<file path="src/rtl/core/tiu_pkg.sv">
`timescale 1ns / 1ps
`default_nettype none

package tiu_pkg;

    localparam int DATA_W             = 16;
    localparam int PCOUNT_W           = 5;
    localparam int ENTRY_INDEX_W      = 4;
    localparam int DEFAULT_MAX_POINTS = 16;
    localparam int S_TDATA_W          = 56;

    localparam logic [DATA_W-1:0] FULL_SCALE = 16'hFFFF;

    localparam logic ACTION_WRITE  = 1'b0;
    localparam logic ACTION_LOOKUP = 1'b1;

    typedef enum logic [2:0] {
        ST_IDLE,
        ST_TOP,
        ST_LOW,
        ST_SEARCH,
        ST_START,
        ST_WAIT,
        ST_RESULT
    } state_t;

    typedef enum logic [1:0] {
        MD_IDLE,
        MD_DIV,
        MD_MUL,
        MD_SCALE
    } md_state_t;

    // request to the serial divide/multiply unit
    typedef struct packed {
        logic              start;
        logic [DATA_W-1:0] dx;
        logic [DATA_W-1:0] dd;
        logic [DATA_W-1:0] dy;
    } md_req_t;

endpackage

`default_nettype wire

</file>
<file path="src/rtl/core/tiu_muldiv.sv">
`timescale 1ns / 1ps
`default_nettype none

module tiu_muldiv
(
    input  wire logic                        clk,
    input  wire logic                        rst_n,
    input  wire tiu_pkg::md_req_t            req,
    output logic                             done,
    output logic [tiu_pkg::DATA_W-1:0]       d
);
    import tiu_pkg::*;

    localparam int CNT_W = $clog2(DATA_W);

    md_state_t             md_state_reg, md_state_next;
    logic [CNT_W-1:0]      cnt_reg, cnt_next;
    logic [2*DATA_W-1:0]   acc_reg, acc_next;
    logic [DATA_W-1:0]     opnd_reg, opnd_next;
    logic [DATA_W-1:0]     dy_reg, dy_next;
    logic [DATA_W-1:0]     d_reg, d_next;
    logic                  done_reg, done_next;

    logic                  last_step;
    logic [DATA_W:0]       div_try;
    logic                  div_ge;
    logic [DATA_W:0]       div_r;
    logic [DATA_W-1:0]     quot;
    logic [DATA_W:0]       mul_sum;
    logic [DATA_W:0]       scale_s;
    logic [DATA_W-1:0]     scale_c;

    assign last_step = (cnt_reg == {CNT_W{1'b1}});

    // restoring divide step
    assign div_try = {acc_reg[2*DATA_W-1:DATA_W], acc_reg[DATA_W-1]};
    assign div_ge  = (div_try >= {1'b0, opnd_reg});
    assign div_r   = div_ge ? (div_try - {1'b0, opnd_reg}) : div_try;
    assign quot    = {acc_reg[DATA_W-2:0], div_ge};

    // shift-add multiply step
    assign mul_sum = {1'b0, acc_reg[2*DATA_W-1:DATA_W]}
                   + (acc_reg[0] ? {1'b0, opnd_reg} : '0);

    // product / full scale: hi + (hi + lo) / full scale, the second term below 3
    assign scale_s = {1'b0, acc_reg[2*DATA_W-1:DATA_W]} + {1'b0, acc_reg[DATA_W-1:0]};
    always_comb
    begin
        priority if (scale_s >= {FULL_SCALE, 1'b0})
        begin
            scale_c = DATA_W'(2);
        end
        else if (scale_s >= {1'b0, FULL_SCALE})
        begin
            scale_c = DATA_W'(1);
        end
        else
        begin
            scale_c = '0;
        end
    end

    always_comb
    begin
        md_state_next = md_state_reg;
        unique case (md_state_reg)
            MD_IDLE:
            begin
                if (req.start)
                begin
                    md_state_next = MD_DIV;
                end
            end
            MD_DIV:
            begin
                if (last_step)
                begin
                    md_state_next = MD_MUL;
                end
            end
            MD_MUL:
            begin
                if (last_step)
                begin
                    md_state_next = MD_SCALE;
                end
            end
            MD_SCALE:
            begin
                md_state_next = MD_IDLE;
            end
            default:
            begin
                md_state_next = MD_IDLE;
            end
        endcase
    end

    always_comb
    begin
        cnt_next  = cnt_reg;
        acc_next  = acc_reg;
        opnd_next = opnd_reg;
        dy_next   = dy_reg;
        d_next    = d_reg;
        done_next = 1'b0;
        unique case (md_state_reg)
            MD_IDLE:
            begin
                if (req.start)
                begin
                    // numerator = full scale * dx
                    acc_next  = {req.dx, {DATA_W{1'b0}}} - {{DATA_W{1'b0}}, req.dx};
                    opnd_next = req.dd;
                    dy_next   = req.dy;
                    cnt_next  = '0;
                end
            end
            MD_DIV:
            begin
                cnt_next = cnt_reg + CNT_W'(1);
                if (last_step)
                begin
                    opnd_next = quot + DATA_W'(1);
                    acc_next  = {{DATA_W{1'b0}}, dy_reg};
                end
                else
                begin
                    acc_next = {div_r[DATA_W-1:0], quot};
                end
            end
            MD_MUL:
            begin
                cnt_next = cnt_reg + CNT_W'(1);
                acc_next = {mul_sum, acc_reg[DATA_W-1:1]};
            end
            MD_SCALE:
            begin
                d_next    = acc_reg[2*DATA_W-1:DATA_W] + scale_c;
                done_next = 1'b1;
            end
            default:
            begin
                done_next = 1'b0;
            end
        endcase
    end

    always_ff @(posedge clk or negedge rst_n)
    begin
        if (!rst_n)
        begin
            md_state_reg <= MD_IDLE;
            cnt_reg      <= '0;
            done_reg     <= 1'b0;
        end
        else
        begin
            md_state_reg <= md_state_next;
            cnt_reg      <= cnt_next;
            done_reg     <= done_next;
        end
    end

    always_ff @(posedge clk)
    begin
        acc_reg  <= acc_next;
        opnd_reg <= opnd_next;
        dy_reg   <= dy_next;
        d_reg    <= d_next;
    end

    assign done = done_reg;
    assign d    = d_reg;

endmodule

`default_nettype wire

</file>
<file path="src/rtl/core/table_interp_unsigned.sv">
`timescale 1ns / 1ps
`default_nettype none

// piecewise-linear lookup over a table of 16-bit (x, y) breakpoints
// input stream s_axis: tuser selects write (load one breakpoint) or lookup;
// a write item gives no output item, a lookup gives exactly one on m_axis
// cfg_wr_en / cfg_wr_data set the number of breakpoints in use
// one item is worked on at a time; s_axis_tready is high only while idle
// a write is done once accepted; a lookup with zero points goes straight to
// its result, a clamped lookup after reading the top and, if x lies below
// it, the bottom breakpoint; an interpolated lookup searches down for its
// segment, visiting 1 to points - 1 breakpoints, then runs the 16-step
// serial divider and the 16-step serial multiplier
// the next item is taken as soon as the result sits in the output register,
// even if the receiver has not yet taken it; a stalled m_axis holds the
// result and the next lookup waits before handing over its own
// reset clears the point count and control state; the table is not cleared
// and must be written before it is looked up
module table_interp_unsigned
#(
    parameter int MAX_POINTS = tiu_pkg::DEFAULT_MAX_POINTS
)
(
    input  wire logic                           clk,
    input  wire logic                           rst_n,
    input  wire logic                           cfg_wr_en,
    input  wire logic [tiu_pkg::PCOUNT_W-1:0]   cfg_wr_data,   // point_count
    input  wire logic                           s_axis_tvalid,
    output logic                                s_axis_tready,
    // entry_index[3:0], entry_x[19:4], entry_y[35:20], x_value[51:36], zeros
    input  wire logic [tiu_pkg::S_TDATA_W-1:0]  s_axis_tdata,
    input  wire logic                           s_axis_tuser,  // action
    output logic                                m_axis_tvalid,
    input  wire logic                           m_axis_tready,
    output logic [tiu_pkg::DATA_W-1:0]          m_axis_tdata   // y_value
);
    import tiu_pkg::*;

    localparam int IW = (MAX_POINTS > 1) ? $clog2(MAX_POINTS) : 1;

    typedef struct packed {
        logic [DATA_W-1:0] y;
        logic [DATA_W-1:0] x;
    } bp_entry_t;

    bp_entry_t             mem [MAX_POINTS];
    bp_entry_t             rd_data_reg;
    logic [IW-1:0]         rd_addr;
    logic                  mem_we;

    logic [PCOUNT_W-1:0]   point_count_reg;

    state_t                state_reg, state_next;
    logic [IW-1:0]         hi_reg, hi_next;
    logic [DATA_W-1:0]     x_reg, x_next;
    logic [DATA_W-1:0]     x0_reg, x0_next;
    logic [DATA_W-1:0]     y0_reg, y0_next;
    logic [DATA_W-1:0]     x1_reg, x1_next;
    logic [DATA_W-1:0]     y1_reg, y1_next;
    logic [DATA_W-1:0]     res_reg, res_next;
    logic                  out_valid_reg, out_valid_next;
    logic [DATA_W-1:0]     out_data_reg, out_data_next;

    logic [ENTRY_INDEX_W-1:0] in_index;
    logic [DATA_W-1:0]     in_entry_x;
    logic [DATA_W-1:0]     in_entry_y;
    logic [DATA_W-1:0]     in_x_value;
    logic                  in_accept;
    logic                  count_clamped;
    logic                  count_zero;
    logic [IW-1:0]         hi_top;
    logic                  index_ok;
    logic                  at_or_above;
    logic                  at_or_below;
    logic                  step_down;
    logic                  rising;
    logic                  out_free;

    md_req_t               md_req;
    logic                  md_done;
    logic [DATA_W-1:0]     md_d;

    assign in_index   = s_axis_tdata[ENTRY_INDEX_W-1:0];
    assign in_entry_x = s_axis_tdata[ENTRY_INDEX_W+DATA_W-1:ENTRY_INDEX_W];
    assign in_entry_y = s_axis_tdata[ENTRY_INDEX_W+2*DATA_W-1:ENTRY_INDEX_W+DATA_W];
    assign in_x_value = s_axis_tdata[ENTRY_INDEX_W+3*DATA_W-1:ENTRY_INDEX_W+2*DATA_W];

    assign s_axis_tready = (state_reg == ST_IDLE);
    assign in_accept     = s_axis_tvalid && s_axis_tready;

    // point count above capacity acts as a full table
    assign count_clamped = (32'(point_count_reg) > 32'(MAX_POINTS));
    assign count_zero    = (point_count_reg == '0);
    assign hi_top        = count_clamped ? IW'(MAX_POINTS - 1)
                                         : IW'(32'(point_count_reg) - 32'd1);
    assign index_ok      = (32'(in_index) < 32'(MAX_POINTS));

    assign mem_we      = in_accept && (s_axis_tuser == ACTION_WRITE) && index_ok;
    assign at_or_above = (x_reg >= rd_data_reg.x);
    assign at_or_below = (x_reg <= rd_data_reg.x);
    assign step_down   = (hi_reg > IW'(1)) && (rd_data_reg.x > x_reg);
    assign rising      = (y0_reg < y1_reg);
    assign out_free    = !out_valid_reg || m_axis_tready;

    assign md_req.start = (state_reg == ST_START);
    assign md_req.dx    = x_reg - x0_reg;
    assign md_req.dd    = x1_reg - x0_reg;
    assign md_req.dy    = rising ? (y1_reg - y0_reg) : (y0_reg - y1_reg);

    tiu_muldiv u_muldiv
    (
        .clk   (clk),
        .rst_n (rst_n),
        .req   (md_req),
        .done  (md_done),
        .d     (md_d)
    );

    // breakpoint table
    always_ff @(posedge clk)
    begin
        if (mem_we)
        begin
            mem[IW'(in_index)] <= '{y: in_entry_y, x: in_entry_x};
        end
    end

    always_ff @(posedge clk)
    begin
        rd_data_reg <= mem[rd_addr];
    end

    always_comb
    begin
        unique case (state_reg)
            ST_IDLE:   rd_addr = hi_top;
            ST_TOP:    rd_addr = '0;
            ST_LOW:    rd_addr = hi_reg - IW'(1);
            ST_SEARCH: rd_addr = hi_reg - IW'(2);
            default:   rd_addr = '0;
        endcase
    end

    always_comb
    begin
        state_next = state_reg;
        unique case (state_reg)
            ST_IDLE:
            begin
                if (in_accept && (s_axis_tuser == ACTION_LOOKUP))
                begin
                    state_next = count_zero ? ST_RESULT : ST_TOP;
                end
            end
            ST_TOP:
            begin
                state_next = at_or_above ? ST_RESULT : ST_LOW;
            end
            ST_LOW:
            begin
                state_next = at_or_below ? ST_RESULT : ST_SEARCH;
            end
            ST_SEARCH:
            begin
                if (!step_down)
                begin
                    state_next = ST_START;
                end
            end
            ST_START:
            begin
                state_next = ST_WAIT;
            end
            ST_WAIT:
            begin
                if (md_done)
                begin
                    state_next = ST_RESULT;
                end
            end
            ST_RESULT:
            begin
                if (out_free)
                begin
                    state_next = ST_IDLE;
                end
            end
            default:
            begin
                state_next = ST_IDLE;
            end
        endcase
    end

    always_comb
    begin
        hi_next        = hi_reg;
        x_next         = x_reg;
        x0_next        = x0_reg;
        y0_next        = y0_reg;
        x1_next        = x1_reg;
        y1_next        = y1_reg;
        res_next       = res_reg;
        out_data_next  = out_data_reg;
        out_valid_next = out_valid_reg && !m_axis_tready;
        unique case (state_reg)
            ST_IDLE:
            begin
                if (in_accept)
                begin
                    x_next   = in_x_value;
                    hi_next  = hi_top;
                    res_next = '0;
                end
            end
            ST_TOP:
            begin
                res_next = rd_data_reg.y;
                x1_next  = rd_data_reg.x;
                y1_next  = rd_data_reg.y;
            end
            ST_LOW:
            begin
                res_next = rd_data_reg.y;
            end
            ST_SEARCH:
            begin
                if (step_down)
                begin
                    x1_next = rd_data_reg.x;
                    y1_next = rd_data_reg.y;
                    hi_next = hi_reg - IW'(1);
                end
                else
                begin
                    x0_next = rd_data_reg.x;
                    y0_next = rd_data_reg.y;
                end
            end
            ST_START:
            begin
                res_next = res_reg;
            end
            ST_WAIT:
            begin
                if (md_done)
                begin
                    res_next = rising ? (y0_reg + md_d) : (y0_reg - md_d);
                end
            end
            ST_RESULT:
            begin
                if (out_free)
                begin
                    out_valid_next = 1'b1;
                    out_data_next  = res_reg;
                end
            end
            default:
            begin
                res_next = res_reg;
            end
        endcase
    end

    always_ff @(posedge clk or negedge rst_n)
    begin
        if (!rst_n)
        begin
            state_reg       <= ST_IDLE;
            out_valid_reg   <= 1'b0;
            point_count_reg <= '0;
        end
        else
        begin
            state_reg     <= state_next;
            out_valid_reg <= out_valid_next;
            if (cfg_wr_en)
            begin
                point_count_reg <= cfg_wr_data;
            end
        end
    end

    always_ff @(posedge clk)
    begin
        hi_reg       <= hi_next;
        x_reg        <= x_next;
        x0_reg       <= x0_next;
        y0_reg       <= y0_next;
        x1_reg       <= x1_next;
        y1_reg       <= y1_next;
        res_reg      <= res_next;
        out_data_reg <= out_data_next;
    end

    assign m_axis_tvalid = out_valid_reg;
    assign m_axis_tdata  = out_data_reg;

endmodule

`default_nettype wire

</file>
<file path="config.mk">
export PLATFORM = sky130hd
export DESIGN_NAME = table_interp_unsigned
export DESIGN_NICKNAME = d
export VERILOG_FILES = /design/src/rtl/core/tiu_pkg.sv /design/src/rtl/core/tiu_muldiv.sv /design/src/rtl/core/table_interp_unsigned.sv
export SDC_FILE = /design/constraint.sdc
export NUM_CORES = 1
export LEC_CHECK = 0
export ABC_AREA = 1
export BUFFER_PORTS_ARGS = -buffer_cell sky130_fd_sc_hd__buf_2
export CORE_ASPECT_RATIO = 0.8
export CORE_MARGIN = 4
export CORE_UTILIZATION = 35
export DETAILED_ROUTE_END_ITERATION = 10
export MAX_ROUTING_LAYER = met4
export SETUP_SLACK_MARGIN = 0.2
export SLEW_MARGIN = 20
export SYNTH_ARGS = -nofsm -noshare
export SYNTH_HDL_FRONTEND = slang
export SYNTH_SLANG_ARGS = --single-unit
</file>
<file path="constraint.sdc">
create_clock -name clk -period 8.5 [get_ports clk]
set_clock_uncertainty 0.05 [all_clocks]
set_input_delay 1.7 -clock clk [delete_from_list [all_inputs] [get_ports clk]]
set_output_delay 1.7 -clock clk [all_outputs]
set_load 0.005 [all_outputs]
</file>
**Word level (Yosys, flattened, before mapping)**

Memories as Yosys holds them, arrays and structs flattened. A register that Yosys moved wholly into a read port is not among the register bits.
Cells that the tools add are included.

- Add/sub/neg operators: 16
- Bitwise logic cells: 2
- Equality and inequality tests: 19
- Reduce and logical (&&, ||, !) cells: 31
- $lt $le $gt $ge: 9
- Mux-type cells: 43
- Divide/modulo/power cells: 0
- Multiply operators: 0
- Shifts and indexed selects: 0

Operator list:

| kind | number |
|---|---|
| 2-to-1 mux 16 bit | 10 |
| case mux 16 bit (2 select lines) | 3 |
| case mux 32 bit (3 select lines) | 1 |
| subtractor 16 bit | 6 |
| 2-to-1 mux 32 bit | 2 |
| case mux 16 bit (3 select lines) | 1 |
| adder 16 x 16 -> 17 bit | 2 |
| subtractor 32 x 16 -> 32 bit | 1 |
| 2-to-1 mux 3 bit | 7 |
| case mux 3 bit (7 select lines) | 1 |
| greater-or-equal comparator 17 x 16 -> 1 bit | 1 |
| greater-or-equal comparator 17 x 16 -> 1 bit (second input constant) | 1 |
| greater-or-equal comparator 17 bit (second input constant) | 1 |
| adder 16 x 1 -> 16 bit (second input constant) | 1 |
| adder 16 bit | 1 |
| adder 16 x 2 -> 16 bit | 1 |
| greater-or-equal comparator 16 bit | 1 |
| > comparator 16 bit | 1 |
| less-or-equal comparator 16 bit | 1 |
| less-than comparator 16 bit | 1 |
| 2-to-1 mux 4 bit | 4 |
| case mux 4 bit (2 select lines) | 2 |
| AND reduction 2 bit | 7 |
| case mux 4 bit (3 select lines) | 1 |
| 28 further kinds | 62 |

- ROM bits: 0
- Logic and storage cells: 139
- Output and inout port bits: 18
- Bits in writable memories: 512
- Input bits: 67
- Register bits after elaboration: 212
- Memories: 1
- Latch bits: 0

Memories:

| name | depth | bits a word | rd ports | clocked after memory_dff | wr ports | line | source |
|---|---|---|---|---|---|---|---|
| mem | 16 | 32 | 1 | 1 | 1 | table_interp_unsigned.sv:46 | `bp_entry_t mem [MAX_POINTS];` |

**Longest topological paths before layout**

Gate-level depths: netlist of run 1.

- Word-level depth: 5
- Mapped depth: 28
- Gate-level depth less buffers: 28

**Modules after synthesis**

From an unflattened synthesis of run 1, not the netlist that was laid out.

- Cells, all modules: 4142
- Area, all modules: 39900.8 µm²

Modules (own cells, without submodules):

| module | times used | area an instance (µm²) | sequential area each (µm²) | cells each |
|---|---|---|---|---|
| table_interp_unsigned | 1 | 31879.3 | 19723.9 | 2993 |
| tiu_muldiv | 1 | 8021.4 | 2577.5 | 1149 |

**Least setup slack after synthesis of run 1**

OpenSTA, ideal clock, no wires.

- Kind: input port to flip-flop
- Start: in s_axis_tvalid
- End: mem mem[11][0] (netlist bit) (enable)
- Path buffers: 0
- Data arrival time: 3620 ps
- Stages on the path: 4
- Setup time: 421 ps
- Path slack: 4408 ps
- Data required time: 8029 ps
- Cells stage by stage: inv_1 -> nor3_1 -> nand3_1 -> nor2_1

- Cells in the longest elaborated chain, start to end: 4

Ends and longest elaborated chain:

| item | line | source |
|---|---|---|
| start, declared | table_interp_unsigned.sv:28 | `input wire logic s_axis_tvalid,` |
| logical AND 1 bit | table_interp_unsigned.sv:89 | `assign in_accept = s_axis_tvalid && s_axis_tready;` |
| logical AND 1 bit | table_interp_unsigned.sv:98 | `assign mem_we = in_accept && (s_axis_tuser == ACTION_WRITE) && index_ok;` |
| 2-to-1 mux 1 bit | table_interp_unsigned.sv:122 | `if (mem_we)` |
| 2-to-1 mux 1 bit (not written as such) | table_interp_unsigned.sv:124 | `mem[IW'(in_index)] <= '{y: in_entry_y, x: in_entry_x};` |
| end, declared | table_interp_unsigned.sv:46 |  |

No other way between the ends.

**Final worst setup path of run 1**

- Start: reg u_muldiv.acc_reg[0]
- End: reg u_muldiv.d_reg[14], in the netlist u_muldiv.d[14] (data pin)

- Cells in the longest elaborated chain, start to end: 5
- Elaborated cells on any way between the ends: 6
- Those cells by class: add/sub: 2; order compare: 2; mux: 2

Ends and longest elaborated chain:

| item | line | source |
|---|---|---|
| start, declared | tiu_muldiv.sv:18 | `logic [2*DATA_W-1:0] acc_reg, acc_next;` |
| start signal, assigned | tiu_muldiv.sv:167 | `acc_reg <= acc_next;` |
| adder 16 x 16 -> 17 bit (*) | tiu_muldiv.sv:46 | `assign scale_s = {1'b0, acc_reg[2*DATA_W-1:DATA_W]} + {1'b0, acc_reg[DATA_W-1:0]};` |
| greater-or-equal comparator 17 x 16 -> 1 bit | tiu_muldiv.sv:53 | `else if (scale_s >= {1'b0, FULL_SCALE})` |
| 2-to-1 mux 1 bit | tiu_muldiv.sv:53 |  |
| 2-to-1 mux 2 bit (*) | tiu_muldiv.sv:49 | `priority if (scale_s >= {FULL_SCALE, 1'b0})` |
| adder 16 x 2 -> 16 bit (*) | tiu_muldiv.sv:139 | `d_next = acc_reg[2*DATA_W-1:DATA_W] + scale_c;` |
| end signal, assigned | tiu_muldiv.sv:170 | `d_reg <= d_next;` |
| end, declared | tiu_muldiv.sv:21 | `logic [DATA_W-1:0] d_reg, d_next;` |

Every way passes the cells marked *; elsewhere a longest branch is shown, timed or not.
A chain may end at the register's enable or synchronous reset.

==> results of run 1 <==
stage by stage:
step / util (%) / hold WS [ps] / area [um^2]
after floorplan: - / 350.3 / 38050
after global placement: 37.30 / 354.9 / 40000
after detailed placement: 37.30 / 355.2 / 40000
after CTS: 39.75 / 364.4 / 42620
after global routing: 39.79 / 382.0 / 42670
final: 39.79 / 358.1 / 42670
final cells by class:
type / count / area [um^2] / area share [%]
antenna: 9 / 22.52 / 0.05278
clock buffer: 100 / 2053 / 4.811
clock inverter: 43 / 569.3 / 1.334
inverter: 347 / 1310 / 3.070
multi-input combinational: 2486 / 13910 / 32.60
sequential: 756 / 22300 / 52.26
tap: 1417 / 1773 / 4.155
timing repair buffer: 120 / 733.2 / 1.718
path summary, 6_finish.rpt:
| check | slack, ps | startpoint | end | cells after the start |
|---|---|---|---|---|
| max | 3380 | u_muldiv.acc_reg[0] | u_muldiv.d[14] | 27 |
| min | 360 | res_reg[15] | m_axis_tdata[15] | 0 |
| max reg2reg | 3380 | u_muldiv.acc_reg[0] | u_muldiv.d[14] | 27 |
| min reg2reg | 360 | res_reg[15] | m_axis_tdata[15] | 0 |
| max in group asynchronous | 7200 | rst_n | u_muldiv.md_state_reg[0] | 1 |
| min in group asynchronous | 910 | rst_n | state_reg[0] | 1 |
power by group through the flow:
| stage | logic, mW | clock network, mW | registers, mW |
|---|---|---|---|
| after floorplan | 6.27 | 0 | 5.21 |
| after global placement | 8.61 | 0 | 5.45 |
| after detailed placement | 8.66 | 0 | 5.45 |
| after CTS | 8.71 | 3.55 | 5.38 |
| after global routing | 9.80 | 3.71 | 5.44 |
| final | 8.80 | 3.48 | 5.39 |
metal layers:
metal  vias to the layer above  wire length [um]  track usage (%)
met4                         0              2133            4.237
met5                         -                 0                -
met1                     13070             50570            26.82
met2                       821             44180            26.58
li1                      13160                 -                -
met3                       152              7327            3.739
cells in the mapped netlist, types with 14 or more instances:
cell type	count
clkbuf_1	50
or2_2	25
buf_2	53
a21oi_1	146
nand4_1	22
o211ai_1	149
a31oi_1	14
ha_1	156
nand2_1	638
o311ai_1	32
nor2_1	437
nand3_1	297
dfxtp_1	32
o21ai_0	212
buf_6	14
inv_1	336
nor3_1	34
or2_0	104
dfrtp_1	16
xnor2_1	20
edfxtp_1	708
xor2_1	62
kinds of logic after synthesis:
| group | Yosys count | synth area share [%] |
|---|---|---|
| AOI/OAI and AO/OA | 624 | 10.02 |
| adders and majority gates | 165 | 5.603 |
| xor gates and xnor gates | 82 | 1.887 |
| and+or+nand+nor | 1613 | 18.51 |
| muxes | 2 | 0.05589 |
| DFF | 756 | 58.60 |
| buffers and inverters | 483 | 5.313 |
cell usage in the layout, fill, tap and decap left out, types with 20 or more instances in the layout:
master,netlist,routed
nand2_1,638,638
edfxtp_1,708,708
o21ai_0,212,212
o311ai_1,32,32
ha_1,156,156
or2_2,25,25
xnor2_1,20,20
or2_0,104,104
dfxtp_1,32,32
xor2_1,62,62
buf_4,5,38
nand3_1,297,296
nand4_1,22,22
inv_1,336,335
nor2_1,437,418
nor2_4,4,21
buf_2,53,80
nor3_1,34,32
a21oi_1,146,145
clkbuf_16,0,77
o211ai_1,149,149
==> metrics.md, run 1 <==
| Metric | Value |
|---|---|
| Tcrit/Tclk final | `around 60%` |
| Clock latency on the worst-skew pair | `690 ps` |
| Area Growth Syn to Fin | `12.14%` |
| Clk sinks | `about 760` |
| Row count | `107` |
| Syn. warnings | `0` |
| Final Max Tran Viols | `0` |
| Mapped Avg Cell Area | `10.22 um^2` |
| Non-filler cells, final | `around 5300` |
| Drt drc | `0` |
| GRT overflow | `0` |
| Detailed-placement wirelength estimate | `around 67 mm` |
| Worst min path class | `flop to flop` |
| Iteration-0 DRC Markers | `2431` |
| H-tree depth | `3` |
| Switch share | `45.60%` |
| CTS tree | `yes` |
| CP delay by family, top | `simple AND/OR/NAND/NOR gates` |
| Sw Pwr | `8.057 mW` |
| Post-synth top flop | `edfxtp_1` |
| Reg power frac | `30.5%` |
| Max_cap viols | `0` |
| Top cell by count, worst path | `nand2_1` |
| Cell Area, Synth | `38050 um^2` |
| Pre-CTS WS | `3404 ps` |
| Final Hold Vio Count | `0` |
| Fin worst setup slack | `3379 ps` |
| CP max stage cell | `edfxtp_1` |
| CTS Buf Count | `between 70 and 80` |
| CTS resizes | `0` |
| Top-area cell type share of the netlist area | `55.87%` |
| Combinational power share | `49.8%` |
| Post-CTS Setup Inserts | `0` |
| Pre-antenna DRT Iters | `5` |
| Critical path class | `flop to flop` |
| Final Setup Violations | `0` |
| CP startpoint kind | `flop` |
| Critical path buffers and inverters | `2` |
| CP Data Arrival Time | `5470 ps` |
| EDFF count, synth | `708` |
| Initial Util | `between 30 and 40%` |
| Design Power | `17.67 mW` |
| Die width | `approximately 380 um` |
| CP max stage delay | `between 900 and 1000 ps` |
| Int Pwr | `about 9.6 mW` |
| DP Cell Count | `5125` |
| Crit-path max FO | `20` |
| Peak supply drop | `0.2749 mV` |
| Yosys cell types | `around 60` |
| Largest net degree at the start of global routing | `186` |
| LEAKAGE | `16.42 nW` |
| Status | `finished, final reports clean` |
| Unrepaired setup endpoints after global routing | `no` |
| Clock share of power | `19.7%` |
| Synthesis-stage register bit count | `756` |
| Sequential share of the synthesized area | `58.60%` |
| Vias | `about 27000` |
| Final nets | `4020` |
| First-pass GRT wire length | `between 150 and 200 mm` |
| Worst path required time | `8850 ps` |
| Die ar. | `~110000 um^2` |
| Hold buffer count at cts | `0` |
| Wirelength, routed | `roughly 100 mm` |
| Relative slew margins | `26.89%` |
| Final min period | `5121 ps` |
| CORE AREA | `107200 um^2` |
| Vias in the first global route | `25380` |
| Antenna Nets Post-Route | `0` |
| Worst Setup End Kind | `flop` |
| I/O pin cnt | `85` |
| Synth Net Count | `roughly 4000` |
| Largest register FFs | `512` |
| Worst-margin pin slew | `~1100 ps` |
| GP Congestion | `0.9493` |
| Pwr dens | `414.0 nW/um^2` |
| CTS Buffer Depth | `3` |
| Vias per cell | `5.154` |
| Synth area leader | `edfxtp_1` |
| Root cell of the clock tree | `clkbuf_16` |
| Synth area leaders | `edfxtp_1, nand2_1, ha_1` |
| Port Buf Inserts | `80` |
| All-Layer GR Usage | `a little under a fifth` |
| Fill cells | `roughly 10000` |
| Post-Synthesis Cells | `3725` |
| DR WL/cell | `~20 um` |
| Clock Pin Slew Worst Setup and Hold Paths | `60 ps` |
| Async SR Flop Fraction | `around 2.1%` |
| Share of layout cells above drive strength 1 | `8.385%` |
| Die Y | `302.9 um` |
| Achievable frequency | `195.3 MHz` |
| Setup TNS | `0 ps` |
| Initial antenna violation count | `16` |
Power figures use the tool's default switching activity.
==> run 2: changes to the inputs <==
- ABC_AREA: 1 -> 0
- clock period: 8.5 -> 4.4 ns (I/O delays scaled with it)
==> run 2 against run 1 <==
- the run now ends with negative setup slack left
- first-iteration DRC count down 20%
- total power is 82% higher
- register-to-register slack got worse by 3400 ps
- flip-flop and latch count stayed put
- via count is 20% lower
- synthesized cell count decreased by 33%
- clock-buffer cell count rose by 8
==> metrics.md, run 2 <==
| Metric | Value |
|---|---|
| Drt drc | `0 (unchanged)` |
| Die width | `366.6 um (-2.7%)` |
| Cell with the most instances after synthesis | `edfxtp_1` |
| CTS Buf Count | `80 (+3.9%)` |
| Max_cap viols | `0 (unchanged)` |
| Post-synth top flop | `edfxtp_1` |
| Synth Net Count | `2714 (-31%)` |
| Port Buf Inserts | `80 (unchanged)` |
| Wirelength, routed | `91.92 mm (-12%)` |
| Synthesis-stage register bit count | `756 (unchanged)` |
| Final Hold Vio Count | `0 (unchanged)` |
| Antenna Nets Post-Route | `0 (unchanged)` |
| H-tree depth | `3 (unchanged)` |
| GRT overflow | `0 (unchanged)` |
| Sequential share of the synthesized area | `61.94% (+3.3 points)` |
| Clk sinks | `756 (unchanged)` |
| Detailed-placement wirelength estimate | `60.37 mm (-10%)` |
| Dpl cell area | `39060 um^2 (-2.4%)` |
| Highest Signal Layer | `met4` |
| Vias | `21850 (-20%)` |
| Post-Synthesis Cells | `2482 (-33%)` |
| Tcrit/Tclk final | `100.7% (+40 points)` |
| Vias per cell | `5.302 (+2.9%)` |
| Int Pwr | `19.91 mW (+110%)` |
| Wl on met1 | `40.74 mm (-19%)` |
| Design Power | `32.11 mW (+82%)` |
| Largest register FFs | `512 (unchanged)` |
| Iteration-0 DRC Markers | `1943 (-20%)` |
| Cell Area, Synth | `36000 um^2 (-5.4%)` |
| EDFF count, synth | `708 (unchanged)` |
| Status | `finished, violations left` |
| Clock Pin Slew Worst Setup and Hold Paths | `70 ps (about the same)` |
| CTS Buffer Depth | `3 (unchanged)` |
| Fin worst setup slack | `-29.76 ps (-3408 ps)` |
| Pre-CTS WS | `-85.17 ps (-3489 ps)` |
| Share of layout cells above drive strength 1 | `21.51% (+13 points)` |
| Met3 WL | `5.846 mm (-20%)` |
| Fin area | `42310 um^2 (-0.85%)` |
| Achievable frequency | `225.7 MHz (+16%)` |
| Sw Pwr | `12.20 mW (+51%)` |
| Yosys cell types | `76 (+29%)` |
| Final hold slack | `174.4 ps (-183.7 ps)` |
| Crit-path max FO | `4 (-80%)` |
| Final Setup Violations | `2 (+2)` |
| Reg2reg start | `y1_reg[0]` |
| Final Core Density | `41.74% (+1.9 points)` |
| CORE AREA | `101400 um^2 (-5.5%)` |
| Largest net degree at the start of global routing | `89 (-52%)` |
| DR WL/cell | `22.31 um (+13%)` |
| Pre-antenna DRT Iters | `5 (unchanged)` |
| Mapped Avg Cell Area | `14.51 um^2 (+42%)` |
| Violated checks | `negative setup slack` |
| Reg2reg setup slack | `-30 ps (-3410 ps)` |
| Switch share | `37.99% (-7.6 points)` |
| Worst min path class | `input pin to asynchronous set/reset pin` |
| GP Congestion | `0.9167 (-3.4%)` |
| Worst path required time | `4700 ps (-4150 ps)` |
| Reg power frac | `31.7% (+1.2 points)` |
| Synth cell count leaders | `edfxtp_1, ha_1, nand2_1` |
| Synth area leader | `edfxtp_1` |
| Async SR Flop Fraction | `2.116% (unchanged)` |
| CP Launch Point | `y1_reg[0]` |
| Worst R2R Path Depth | `18 (-33%)` |
| Final Max Tran Viols | `0 (unchanged)` |
| Syn. warnings | `0 (unchanged)` |
| Final min period | `4430 ps (-691.6 ps)` |
| Vias in the first global route | `21810 (-14%)` |
| Worst Setup End Kind | `flop` |
| Unrepaired setup endpoints after global routing | `yes` |
| Fill cells | `9059 (-12%)` |
| Synth area leaders | `edfxtp_1, mux4_2, ha_1` |
| CTS tree | `yes` |
| Combinational power share | `47.1% (-2.7 points)` |
| Die Y | `294.9 um (-2.7%)` |
| All-Layer GR Usage | `17.15% (-1.3 points)` |
| Hold buffer count at cts | `0 (unchanged)` |
| Initial antenna violation count | `13 (-3)` |
| Relative slew margins | `29.65% (+2.8 points)` |
| I/O pin cnt | `85 (unchanged)` |
| Met2 WL | `43.60 mm (-1.3%)` |
| Worst-margin pin slew | `1053 ps (-43.92 ps)` |
| Top-area cell type share of the netlist area | `59.05% (+3.2 points)` |
| CP startpoint kind | `flop` |
| Final nets | `2956 (-26%)` |
| Clock share of power | `21.3% (+1.6 points)` |
| Commonest non-fill, non-tap cell in the layout | `edfxtp_1` |
| CP Data Arrival Time | `4730 ps (-740 ps)` |
| First-pass GRT wire length | `137.2 mm (-12%)` |
| Die ar. | `108100 um^2 (-5.3%)` |
| Clock latency on the worst-skew pair | `650 ps (-40 ps)` |
| LEAKAGE | `15.01 nW (-8.6%)` |
| Area Growth Syn to Fin | `17.52%` |
| FF-to-FF End | `res_reg[14]` |
| Root cell of the clock tree | `clkbuf_16` |
| Pwr dens | `758.8 nW/um^2 (+83%)` |
| Peak supply drop | `0.4680 mV (+70%)` |
| Row count | `104 (-2.8%)` |
| Initial Util | `35.52% (about the same)` |
| Critical path class | `flop to flop` |
| Most frequent cells in the layout | `edfxtp_1, buf_4, nand2_1` |
-- run 2: power by group through the flow --
| stage | Combinational, mW | Clock (mW) | Sequential (mW) |
|---|---|---|---|
| detailed placement | 14.3 | 0 | 10.3 |
| CTS | 14.6 | 6.99 | 10.1 |
| global route | 16.6 | 7.28 | 10.3 |
| finish | 15.1 | 6.82 | 10.2 |
| floorplan | 9.90 | 0 | 10.0 |
| global placement | 14.2 | 0 | 10.3 |
-- run 2: critical path: stages, from the launching register on --
cell and delay (ps):
edfxtp_1 440, ha_4 200, fa_2 390, nor2b_2 140
o31a_1 250, o211ai_1 150, o211ai_1 210, mux2i_2 180
buf_4 170, fa_2 330, a21o_1 170, a21oi_2 160
nor2b_2 60, o21a_1 200, o41ai_4 330, o211ai_1 150
a31oi_1 260, xor2_1 200, o21ai_1 90
-- run 2: worst max-delay path by stage --
stage                        endpoint  cells after the start
after detailed placement  res_reg[13]                     19
after CTS                 res_reg[13]                     18
final                     res_reg[14]                     18
after floorplan           res_reg[14]                     19
after global placement    res_reg[13]                     21
after global routing      res_reg[14]                     19
-- run 2: layer usage --
layer / GRT usage, % / up-vias
li1: - / 10110
met1: 23.42 / 10990
met2: 27.15 / 624
met3: 2.933 / 127
met4: 3.647 / 0
met5: - / -
-- run 2: cell families after synthesis --
group	Yosys count	share of synthesized area [%]
AOI/OAI and AO/OA	451	8.282
xor gates and xnor gates	126	3.065
adders and majority gates	165	5.922
buffers and inverters	207	2.207
DFF	756	61.94
muxes	258	11.66
and+or+nand+nor	519	6.919
-- run 2: layout make-up --
| type | instances | area [um^2] | share of cell area [%] |
|---|---|---|---|
| Clock inverter | 40 | 531.8 | 1.257 |
| Antenna cell | 6 | 15.01 | 0.03549 |
| Timing Repair Buffer | 235 | 1608 | 3.800 |
| Inverter | 132 | 495.5 | 1.171 |
| Sequential cell | 756 | 22300 | 52.71 |
| Clock buffer | 108 | 2167 | 5.122 |
| Multi-Input combinational cell | 1519 | 13530 | 31.99 |
| Tap cell | 1325 | 1658 | 3.918 |
-- run 2: through the flow --
stage	setup TNS, ps	cells
floorplan	0	2482
global placement	-353.3	3949
detailed placement	-216.3	3949
CTS	0	4105
global route	-1351	4120
finish	-57.82	4121
-- run 2: repair_timing --
| item | CTS | global route |
|---|---|---|
| endpoints found under the setup margin | 14 | 22 |
| gates resized for setup | 18 | 66 |
| hold endpoints to repair | 0 | 0 |
| setup buffers | 8 | 10 |
| pin swaps | 15 | 47 |
